## src/hw/rtl/mrtp_pkg.sv

```systemverilog
`timescale 1ns / 1ps

package mrtp_pkg;

	localparam int ACC_W  = 64;
	localparam int BASE_W = 6;
	localparam int PROD_W = ACC_W + BASE_W;

	localparam logic [1:0] ST_OK      = 2'd0;
	localparam logic [1:0] ST_INVALID = 2'd1;
	localparam logic [1:0] ST_END     = 2'd2;

	localparam logic [BASE_W-1:0] BASE_MIN = 6'd2;

	localparam logic [7:0] CH_SPACE = 8'h20;
	localparam logic [7:0] CH_TAB   = 8'h09;
	localparam logic [7:0] CH_LF    = 8'h0A;
	localparam logic [7:0] CH_PLUS  = 8'h2B;
	localparam logic [7:0] CH_MINUS = 8'h2D;
	localparam logic [7:0] CH_ZERO  = 8'h30;
	localparam logic [7:0] CH_NINE  = 8'h39;
	localparam logic [7:0] CH_UA    = 8'h41;
	localparam logic [7:0] CH_UZ    = 8'h5A;
	localparam logic [7:0] CH_LA    = 8'h61;
	localparam logic [7:0] CH_LZ    = 8'h7A;
	localparam logic [7:0] LETTER_OFS = 8'd10;

	typedef struct packed {
		logic              is_sep;
		logic              is_sign;
		logic              is_minus;
		logic              is_digit;
		logic [BASE_W-1:0] digit;
	} char_class_t;

	function automatic char_class_t classify(input logic [7:0] c);
		char_class_t r;
		logic [7:0]  d;
		r = '0;
		d = '0;
		r.is_sep   = (c == CH_SPACE) || (c == CH_TAB) || (c == CH_LF);
		r.is_sign  = (c == CH_PLUS) || (c == CH_MINUS);
		r.is_minus = (c == CH_MINUS);
		if (c >= CH_ZERO && c <= CH_NINE) begin
			r.is_digit = 1'b1;
			d = c - CH_ZERO;
		end else if (c >= CH_UA && c <= CH_UZ) begin
			r.is_digit = 1'b1;
			d = c - CH_UA + LETTER_OFS;
		end else if (c >= CH_LA && c <= CH_LZ) begin
			r.is_digit = 1'b1;
			d = c - CH_LA + LETTER_OFS;
		end
		r.digit = d[BASE_W-1:0];
		return r;
	endfunction

endpackage

```

## src/hw/rtl/mrtp_mac.sv

```systemverilog
`timescale 1ns / 1ps

module mrtp_mac (
	input  logic [mrtp_pkg::ACC_W-1:0]  acc,
	input  logic [mrtp_pkg::BASE_W-1:0] base,
	input  logic [mrtp_pkg::BASE_W-1:0] digit,
	output logic [mrtp_pkg::ACC_W-1:0]  acc_next,
	output logic                        overflow
);

	localparam logic [mrtp_pkg::PROD_W-1:0] LIMIT =
		mrtp_pkg::PROD_W'(1) << (mrtp_pkg::ACC_W - 1);

	logic [mrtp_pkg::PROD_W-1:0] prod;
	logic [mrtp_pkg::PROD_W-1:0] sum;

	// A step overflows when acc * base + digit passes 2^63, which matches the
	// usual "acc > (limit - digit) / base" test without a divider.
	assign prod     = mrtp_pkg::PROD_W'(acc) * mrtp_pkg::PROD_W'(base);
	assign sum      = prod + mrtp_pkg::PROD_W'(digit);
	assign overflow = (sum > LIMIT);
	assign acc_next = sum[mrtp_pkg::ACC_W-1:0];

endmodule

```

## src/hw/rtl/min_radix_number_token_parser.sv

```systemverilog
`timescale 1ns / 1ps

// A character that does not close a token is taken while busy stays low.
// An invalid result for a rejected character appears in the cycle after it is accepted.
// A closing separator starts a conversion of its N stored digits, one multiply-accumulate
// per digit read from the digit memory, then registers the result; busy meanwhile.
// End of stream gives an end result of its own, after the result of any open token. Results cannot be stalled.
// Reset clears the token state at once; the digit memory is not cleared.
module min_radix_number_token_parser #(
	parameter int CAPACITY = 64
) (
	input  logic               clk,
	input  logic               arst_n,
	input  logic               start,
	input  logic [7:0]         char_code,
	input  logic               end_of_stream,
	output logic               busy,
	output logic               result_strobe,
	output logic [1:0]         status,
	output logic [5:0]         min_base,
	output logic signed [63:0] value,
	output logic               last
);

	localparam int AW = $clog2(CAPACITY);
	localparam int CW = $clog2(CAPACITY + 1);

	localparam logic [1:0] S_IDLE = 2'd0;
	localparam logic [1:0] S_CONV = 2'd1;
	localparam logic [1:0] S_ENDR = 2'd2;

	localparam logic [63:0] POS_LIMIT = 64'h7FFF_FFFF_FFFF_FFFF;

	logic [1:0]    state_q;
	logic [CW-1:0] count_q;
	logic [5:0]    base_q;
	logic          nz_q;
	logic          sign_q;
	logic          neg_q;
	logic          in_tok_q;
	logic          swallow_q;
	logic          eos_pend_q;
	logic [CW-1:0] idx_q;
	logic [CW-1:0] ndig_q;
	logic [63:0]   m_q;
	logic          over_q;

	logic [5:0]    mem [CAPACITY];
	logic [5:0]    rdata_q;

	logic               strobe_q;
	logic [1:0]         status_q;
	logic [5:0]         base_out_q;
	logic signed [63:0] value_q;
	logic               last_q;

	mrtp_pkg::char_class_t cls;
	logic          accept;
	logic          take_char;
	logic          nz_new;
	logic [5:0]    base_new;
	logic          store_dig;
	logic [CW-1:0] count_new;
	logic [AW-1:0] wr_addr;
	logic [AW-1:0] rd_addr;
	logic          mem_we;
	logic          cap_hit;
	logic          fail_now;
	logic [5:0]    fail_base;
	logic [63:0]   acc_next;
	logic          mac_over;
	logic          fin_invalid;
	logic [63:0]   fin_value;

	assign busy          = (state_q != S_IDLE);
	assign accept        = start && !busy;
	assign take_char     = accept && !end_of_stream && !swallow_q;
	assign result_strobe = strobe_q;
	assign status        = status_q;
	assign min_base      = base_out_q;
	assign value         = value_q;
	assign last          = last_q;

	always_comb begin
		cls       = mrtp_pkg::classify(char_code);
		nz_new    = nz_q || (cls.digit != '0);
		base_new  = (cls.digit >= base_q) ? (cls.digit + 6'd1) : base_q;
		// Leading zeros are dropped until a nonzero digit has been seen.
		store_dig = cls.is_digit && nz_new;
		count_new = count_q + CW'(store_dig);
		wr_addr   = AW'(count_q - CW'(sign_q));
		mem_we    = take_char && store_dig;
		cap_hit   = cls.is_digit && (count_new >= CW'(CAPACITY));
		fail_now  = take_char && !cls.is_sep &&
			((cls.is_sign && count_q != '0) || cap_hit ||
			 (!cls.is_sign && !cls.is_digit));
		fail_base = cls.is_digit ? base_new : base_q;
		// Prefetch the next digit so that one digit is consumed every cycle.
		rd_addr   = (state_q == S_CONV) ? AW'(idx_q + CW'(1)) : '0;
	end

	always_comb begin
		fin_value   = neg_q ? (~m_q + 64'd1) : m_q;
		fin_invalid = over_q || (neg_q ? m_q[63] : (m_q >= POS_LIMIT));
	end

	mrtp_mac u_mac (
		.acc      (m_q),
		.base     (base_q),
		.digit    (rdata_q),
		.acc_next (acc_next),
		.overflow (mac_over)
	);

	always_ff @(posedge clk) begin
		if (mem_we) begin
			mem[wr_addr] <= cls.digit;
		end
		rdata_q <= mem[rd_addr];
	end

	always_ff @(posedge clk or negedge arst_n) begin
		if (!arst_n) begin
			state_q    <= S_IDLE;
			count_q    <= '0;
			base_q     <= mrtp_pkg::BASE_MIN;
			nz_q       <= 1'b0;
			sign_q     <= 1'b0;
			neg_q      <= 1'b0;
			in_tok_q   <= 1'b0;
			swallow_q  <= 1'b0;
			eos_pend_q <= 1'b0;
			idx_q      <= '0;
			ndig_q     <= '0;
			m_q        <= '0;
			over_q     <= 1'b0;
			strobe_q   <= 1'b0;
			status_q   <= mrtp_pkg::ST_OK;
			base_out_q <= mrtp_pkg::BASE_MIN;
			value_q    <= '0;
			last_q     <= 1'b0;
		end else begin
			strobe_q <= 1'b0;
			unique case (state_q)
				S_IDLE: begin
					if (accept && end_of_stream) begin
						swallow_q <= 1'b0;
						if (in_tok_q) begin
							state_q    <= S_CONV;
							eos_pend_q <= 1'b1;
							idx_q      <= '0;
							ndig_q     <= count_q - CW'(sign_q);
							m_q        <= '0;
							over_q     <= 1'b0;
						end else begin
							strobe_q   <= 1'b1;
							status_q   <= mrtp_pkg::ST_END;
							base_out_q <= mrtp_pkg::BASE_MIN;
							value_q    <= '0;
							last_q     <= 1'b1;
						end
					end else if (accept && swallow_q) begin
						swallow_q <= 1'b0;
					end else if (fail_now) begin
						strobe_q   <= 1'b1;
						status_q   <= mrtp_pkg::ST_INVALID;
						base_out_q <= fail_base;
						value_q    <= '0;
						last_q     <= 1'b1;
						swallow_q  <= cap_hit;
						count_q    <= '0;
						base_q     <= mrtp_pkg::BASE_MIN;
						nz_q       <= 1'b0;
						sign_q     <= 1'b0;
						neg_q      <= 1'b0;
						in_tok_q   <= 1'b0;
					end else if (take_char && cls.is_sep) begin
						if (in_tok_q) begin
							state_q    <= S_CONV;
							eos_pend_q <= 1'b0;
							idx_q      <= '0;
							ndig_q     <= count_q - CW'(sign_q);
							m_q        <= '0;
							over_q     <= 1'b0;
						end
					end else if (take_char && cls.is_sign) begin
						in_tok_q <= 1'b1;
						sign_q   <= 1'b1;
						neg_q    <= cls.is_minus;
						count_q  <= CW'(1);
					end else if (take_char && cls.is_digit) begin
						in_tok_q <= 1'b1;
						nz_q     <= nz_new;
						base_q   <= base_new;
						count_q  <= count_new;
					end
				end
				S_CONV: begin
					if (idx_q == ndig_q) begin
						strobe_q   <= 1'b1;
						status_q   <= fin_invalid ? mrtp_pkg::ST_INVALID : mrtp_pkg::ST_OK;
						base_out_q <= base_q;
						value_q    <= fin_invalid ? '0 : fin_value;
						last_q     <= !eos_pend_q;
						count_q    <= '0;
						base_q     <= mrtp_pkg::BASE_MIN;
						nz_q       <= 1'b0;
						sign_q     <= 1'b0;
						neg_q      <= 1'b0;
						in_tok_q   <= 1'b0;
						state_q    <= eos_pend_q ? S_ENDR : S_IDLE;
					end else begin
						if (!over_q) begin
							if (mac_over) begin
								over_q <= 1'b1;
							end else begin
								m_q <= acc_next;
							end
						end
						idx_q <= idx_q + CW'(1);
					end
				end
				S_ENDR: begin
					strobe_q   <= 1'b1;
					status_q   <= mrtp_pkg::ST_END;
					base_out_q <= mrtp_pkg::BASE_MIN;
					value_q    <= '0;
					last_q     <= 1'b1;
					eos_pend_q <= 1'b0;
					state_q    <= S_IDLE;
				end
				default: begin
					state_q <= S_IDLE;
				end
			endcase
		end
	end

endmodule

```

## config.mk

```make
export PLATFORM = sky130hd
export DESIGN_NAME = min_radix_number_token_parser
export DESIGN_NICKNAME = d
export VERILOG_FILES = /design/src/hw/rtl/mrtp_pkg.sv /design/src/hw/rtl/mrtp_mac.sv /design/src/hw/rtl/min_radix_number_token_parser.sv
export SDC_FILE = /design/constraint.sdc
export NUM_CORES = 2
export LEC_CHECK = 0
export BUFFER_PORTS_ARGS = -buffer_cell sky130_fd_sc_hd__buf_2
export CAP_MARGIN = 30
export CORE_ASPECT_RATIO = 1.25
export CORE_MARGIN = 2
export CORE_UTILIZATION = 27
export DETAILED_ROUTE_END_ITERATION = 8
export PLACE_DENSITY = 0.38
export SLEW_MARGIN = 20
export SYNTH_ARGS = -nofsm -noshare
export SYNTH_HDL_FRONTEND = slang
export SYNTH_SLANG_ARGS = --single-unit
export TNS_END_PERCENT = 1
```

## constraint.sdc

```tcl
create_clock -name clk -period 20.7 [get_ports clk]
set_input_delay 2.07 -clock clk [delete_from_list [all_inputs] [get_ports clk]]
set_output_delay 2.07 -clock clk [all_outputs]
set_load 0.1 [all_outputs]
```

==> Yosys cells after proc, flatten, opt, wreduce, memory -nomap -nowiden <==
Memory sizes are Yosys's and may differ from the RTL's. A register that Yosys moved wholly into a read port is not among the register bits.
Index checks and enable logic that the tools add are counted.
{ "word_totals": {"memories": 1, "input_bits": 12, "register_bits": 174, "mem_bits_rw": 384, "out_inout_bits": 75} }
{ "op_classes": {"addsub": 11, "bitwise": 1, "n_reduce_logical": 51, "n_eq_ne": 28, "multipliers": 1, "muxes": 136, "magnitude_cmp": 10} }
{ "memory_table": {"columns": ["memory", "depth", "width", "read_ports", "rd_clocked_by_memory_dff", "wr", "line_no", "text"], "rows": [
  ["mem", 64, 6, 1, 1, 1, "min_radix_number_token_parser.sv:48", "logic [5:0] mem [CAPACITY];"]
]} }
{ "op_table": {"columns": ["operator", "count"], "rows": [
  ["64-bit 2-to-1 mux", 15],
  ["64-bit one-hot mux with 3 select lines", 1],
  ["64-bit one-hot mux with 2 select lines", 1],
  ["7-bit 2-to-1 mux", 18],
  ["6-bit 2-to-1 mux", 18],
  ["70-bit by 6-bit adder with 70-bit output", 1],
  ["70-bit by 64-bit > comparator with 1-bit output, second input constant", 1],
  ["64-bit by 6-bit multiplier with 70-bit output", 1],
  ["64-bit by 1-bit adder with 64-bit output, second input constant", 1],
  ["64-bit by 63-bit >= comparator with 1-bit output, second input constant", 1],
  ["64-bit inverter", 1],
  ["1-bit 2-to-1 mux", 57],
  ["3-bit != test, second input constant", 10],
  ["7-bit one-hot mux with 2 select lines", 2],
  ["8-bit by 6-bit equality test with 1-bit output, second input constant", 3],
  ["2-bit 2-to-1 mux", 12],
  ["1-bit logical AND", 18],
  ["6-bit one-hot mux with 3 select lines", 1],
  ["6-bit AND reduction", 3],
  ["8-bit by 4-bit equality test with 1-bit output, second input constant", 2],
  ["8-bit by 7-bit >= comparator with 1-bit output, second input constant", 2],
  ["8-bit by 7-bit less-or-equal comparator with 1-bit output, second input constant", 2],
  ["7-bit AND reduction", 2],
  ["6-bit by 4-bit adder with 6-bit output, second input constant", 2],
  ["other kinds (32)", 63]
]} }

==> Longest topological paths before layout <==
{ "depth": {"word_depth": 18, "ltp_mapped": 27, "depth_no_buf": 23} }

==> By module <==
From an unflattened synthesis, not the netlist that was laid out.
{ "hier_totals": {"cells_unflattened": 3412, "area_unflattened_um2": 38264.2} }
{ "by_module_without_submodules": {"columns": ["module", "cells_each", "n_inst", "area_per_inst_um2"], "rows": [
  ["min_radix_number_token_parser", 1907, 1, 24955.2],
  ["mrtp_mac", 1505, 1, 13309.0]
]} }

==> Worst setup path after synthesis <==
OpenSTA, ideal clock, no wires.
{ "synth_timing": {"path_kind": "input port to flip-flop", "start": "input port char_code[0]", "end": "register value_q[1] (netlist: value[1])", "t_arrival_ns": 9.132, "cell_stages": 22, "setup_time_ns": 0.096, "required_time_ns": 20.604, "path_buffers": 2, "path_slack_ns": 11.473, "cell_sequence": "inv_1 ha_1 or4b_1 nand2_1 a211o_1 a31oi_1 nor2_1 o311ai_1 nor4bb_1 a31oi_1 ha_1 ha_1 nand3_1 o21ai_0 a21oi_1 o211ai_1 nand2_1 o211ai_1 clkbuf_1 clkbuf_1 nand2_1 o31ai_1"} }
{ "synth_lines": {"columns": ["item", "line_no", "text"], "rows": [
  ["start, declared", "min_radix_number_token_parser.sv:15", "input logic [7:0] char_code,"],
  ["end signal, assigned", "min_radix_number_token_parser.sv:203", "value_q <= fin_invalid ? '0 : fin_value;"],
  ["end, declared", "min_radix_number_token_parser.sv:54", "logic signed [63:0] value_q;"]
]} }

==> Worst setup path in the final report <==
{ "layout_timing": {"start": "register base_q[1]", "end": "register m_q[5]"} }
{ "layout_via": {"elab_chain_len": 6} }
{ "layout_rtl": {"columns": ["item", "line_no", "text"], "rows": [
  ["start, declared", "min_radix_number_token_parser.sv:36", "logic [5:0] base_q;"],
  ["start signal, assigned", "min_radix_number_token_parser.sv:126", "base_q <= mrtp_pkg::BASE_MIN;"],
  ["start signal, assigned", "min_radix_number_token_parser.sv:172", "base_q <= mrtp_pkg::BASE_MIN;"],
  ["start signal, assigned", "min_radix_number_token_parser.sv:194", "base_q <= base_new;"],
  ["64-bit by 6-bit multiplier with 70-bit output (*)", "mrtp_mac.sv:19", "assign prod = mrtp_pkg::PROD_W'(acc) * mrtp_pkg::PROD_W'(base);"],
  ["70-bit by 6-bit adder with 70-bit output (*)", "mrtp_mac.sv:20", "assign sum = prod + mrtp_pkg::PROD_W'(digit);"],
  ["parallel branches: the longest is 4 deep, another holds 70-bit by 64-bit > comparator with 1-bit output", null, null],
  ["end signal, assigned", "min_radix_number_token_parser.sv:217", "m_q <= acc_next;"],
  ["end, declared", "min_radix_number_token_parser.sv:45", "logic [63:0] m_q;"]
]} }
Every way passes the cells marked *. The select of a mux whose other input is x is not followed.
A chain may end at the register's enable or synchronous reset.

==> flow_summary.json <==
{
  "outcome": "completed",
  "num_rows": 157,
  "yosysUniqueCellTypes": 89,
  "rsz0062_at_grt": "false",
  "clockRootBuffer": "clkbuf_16",
  "syn-instance-count": 3828,
  "synth-xor-area-share_pct": 3.01,
  "synth-seq-cells": 564,
  "cts_hold_buffers": 0,
  "clockPowerShare_pct": 31.7,
  "switchingPower_uw": 1620,
  "final-hold-violation-count": 0,
  "io_buffers": 86,
  "dr.pass1.iters": 5,
  "pin_count": 87,
  "antenna_found_initial": 1,
  "startpoint_type": "register",
  "clk-insertion-delay-late_ns": 0.66,
  "power_frac_seq_pct": 34.0,
  "fin_crit_sh_pct": 44.7,
  "grt_overflow": 0,
  "synth_compound_area_share_pct": 13.9,
  "h-tree-depth": 3,
  "comb_power_share_pct": 34.3,
  "tightest_slew_ns": 0.994,
  "critPathCaptureType": "register",
  "synth_top_family_by_area": "adder cells",
  "leakage_uw": 0.0180,
  "synth_nets": 4266,
  "ys_async_sr_fraction_pct": 30.9,
  "avgRoutedWirePerCell_um": 25.6,
  "post-dp-hpwl_mm": 107,
  "synth_edf_count": 384,
  "switching_share_pct": 41.0,
  "cts_tree": "yes",
  "synth.top_cell.area_share_pct": 29.1,
  "grt_usage_pct": 19.5,
  "synth_ff_type": "edfxtp_1",
  "nets": 4208,
  "cts_post_setup_buffers_inserted": 0,
  "finalMaxSlewViolations": 0,
  "synth_top_cell_by_area": "edfxtp_1",
  "syn_to_final_growth_pct": 11.7,
  "vias_per_cell": 5.14,
  "initial_core_util_pct": 27.1,
  "grt_pass1_wl_mm": 217,
  "yosysWarningCount": 0,
  "hp-class": "register to register",
  "power.density_nw_per_um2": 89.3,
  "crit_fanout": 50,
  "drive_gt1_share_pct": 9.13,
  "muxShareOfSynthArea_pct": 2.60,
  "clk_path_buf_depth": 3,
  "ys_seq_area_share_pct": 40.5,
  "p_int_uw": 2330,
  "cap_violations": 0,
  "grt_max_degree": 89,
  "crit_type": "register to register",
  "ant_nets": 0,
  "vias": 29400,
  "finalWirelength_mm": 147,
  "route.detailed.drc": 0,
  "cts_made_buffers": 71,
  "stdcell_area_um2": 44200,
  "placed_area_um2": 41900,
  "worstPathArrival_ns": 9.73,
  "die_h_um": 432,
  "drt_iter0_markers": 2059,
  "die_area_um2": 150000,
  "die_w_um": 346,
  "grt_pass1_vias": 31000,
  "synth_area_leaders": "edfxtp_1, fa_1, dfrtp_1",
  "gp_congestion": 0.964,
  "synthSimpleGateAreaFrac_pct": 18.0,
  "core_area_um2": 146000,
  "finalSetupViolCount": 0,
  "finalCriticalPeriod_ns": 9.26,
  "setup_tns_ns": 0,
  "synthAdderAreaFrac_pct": 18.3,
  "max_freq_mhz": 108,
  "peakVddDrop_v": 0.0000769,
  "synth_area_um2": 39600,
  "slew-limit-headroom_pct": 33.1,
  "cts_sinks": 564,
  "required_ns": 21.18,
  "fin_worst_skew_ns": 0.0366,
  "fillers": 15100,
  "cts_resized": 0,
  "clk_pin_slew_worst_paths_ns": 0.06,
  "avgSynthCellArea_um2": 10.3
}
==> cells in the mapped netlist (all sizes together), types with 87 or more instances <==
cell and n:
fa 252, o21ai 183, dfrtp 172, nor2 221
edfxtp 384, xor2 87, inv 103, and2 340
nand2 515, clkbuf 226, ha 174, a21oi 148
==> flip-flops by register name, summed over array words and instances, names as in the netlist, 6 cells and up <==
register  count
value        64
min_base      6
idx_q         7
ndig_q        7
mem         384
base_q        6
m_q          64
rdata_q       6
count_q       7
==> worst max-delay path, stage by stage (launching register included) <==
cell	delay [ns]
dfstp_2	0.72
buf_4	0.50
and2_1	0.24
fa_1	0.45
fa_1	0.48
fa_1	0.49
ha_1	0.31
ha_1	0.47
a21oi_1	0.36
o21ai_1	0.18
o31ai_1	0.84
a31oi_1	0.59
o311ai_1	0.91
nand4b_1	0.18
nor4b_1	0.66
a31oi_2	0.46
nor2_4	0.49
buf_4	0.50
o22ai_1	0.16
==> cells by family after synthesis <==
| logic type | after synthesis |
|---|---|
| fa+ha+maj | 426 |
| compound gates | 814 |
| buf+inv | 388 |
| mux | 71 |
| xor+xnor | 136 |
| flops | 564 |
| simple gates | 1429 |
==> power groups by stage <==
stage	clock [µW]	combinational, µW	sequential, µW
final	1250	1350	1340
after global routing	1330	1480	1350
after CTS	1290	1380	1350
after detailed placement	0	1380	1370
after global placement	0	1380	1370
after floorplan	0	818	1400
==> final cells by class <==
type	instances	area (µm²)	share of cell area [%]
Antenna cell	1	2.50	0.00566
Clock buffer	88	1880	4.25
Clock inverter	37	463	1.05
Inverter	103	387	0.874
Multi-Input combinational cell	2876	22100	50.0
Sequential cell	564	16000	36.2
Tap cell	1908	2390	5.40
Timing Repair Buffer	154	958	2.17
==> worst paths after layout <==
check | start | to | slack [ns] | depth (start not counted)
worst min-delay path | value[62] | value[62] | 0.46 | 2
worst max register to register | base_q[1] | m_q[5] | 11.44 | 18
max in group asynchronous | arst_n | idx_q[0] | 17.92 | 2
worst max-delay path | base_q[1] | m_q[5] | 11.44 | 18
worst min register to register | value[62] | value[62] | 0.46 | 2
min in group asynchronous | arst_n | value[26] | 1.40 | 1
==> cells in the final DEF (no fill, tap or decap), drive strengths merged, types with 39 or more instances in the layout <==
cell type and n:
o31ai 86, xor2 87, nor3 48, a311oi 56
o21ai 183, clkbuf 89, ha 174, fa 252
dfrtp 172, buf 153, nor2 221, nand3 53
nand4 78, a21oi 148, and2 340, xnor2 49
inv 103, edfxtp 384, mux2i 42, nand2 515
a211oi 39, o22ai 66
==> metal layers <==
metal | share of wire, % | vias up | global-route usage [%] | wire, µm
met5 | 0 | - | 0 | 0
met1 | 40 | 14900 | 22.7 | 58500
met2 | 52 | 648 | 35.9 | 76600
li1 | - | 13600 | - | -
met3 | 2.9 | 255 | 1.94 | 4200
met4 | 5.0 | 0 | 8.84 | 7270
==> per-stage QoR <==
step	setup slack, ns	util (%)	power, µW	instances	hold WS [ns]
3_5_place_dp	11.75	28.7	2750	5605	0.461
5_1_grt	11.32	30.3	4160	5730	0.488
4_1_cts	11.70	30.3	4020	5730	0.473
2_1_floorplan	11.47	-	2220	3828	0.440
3_3_place_gp	11.77	28.7	2750	5600	0.457
6_report	11.44	30.3	3950	5731	0.465
Note: power is estimated with default switching activity, not from simulation.
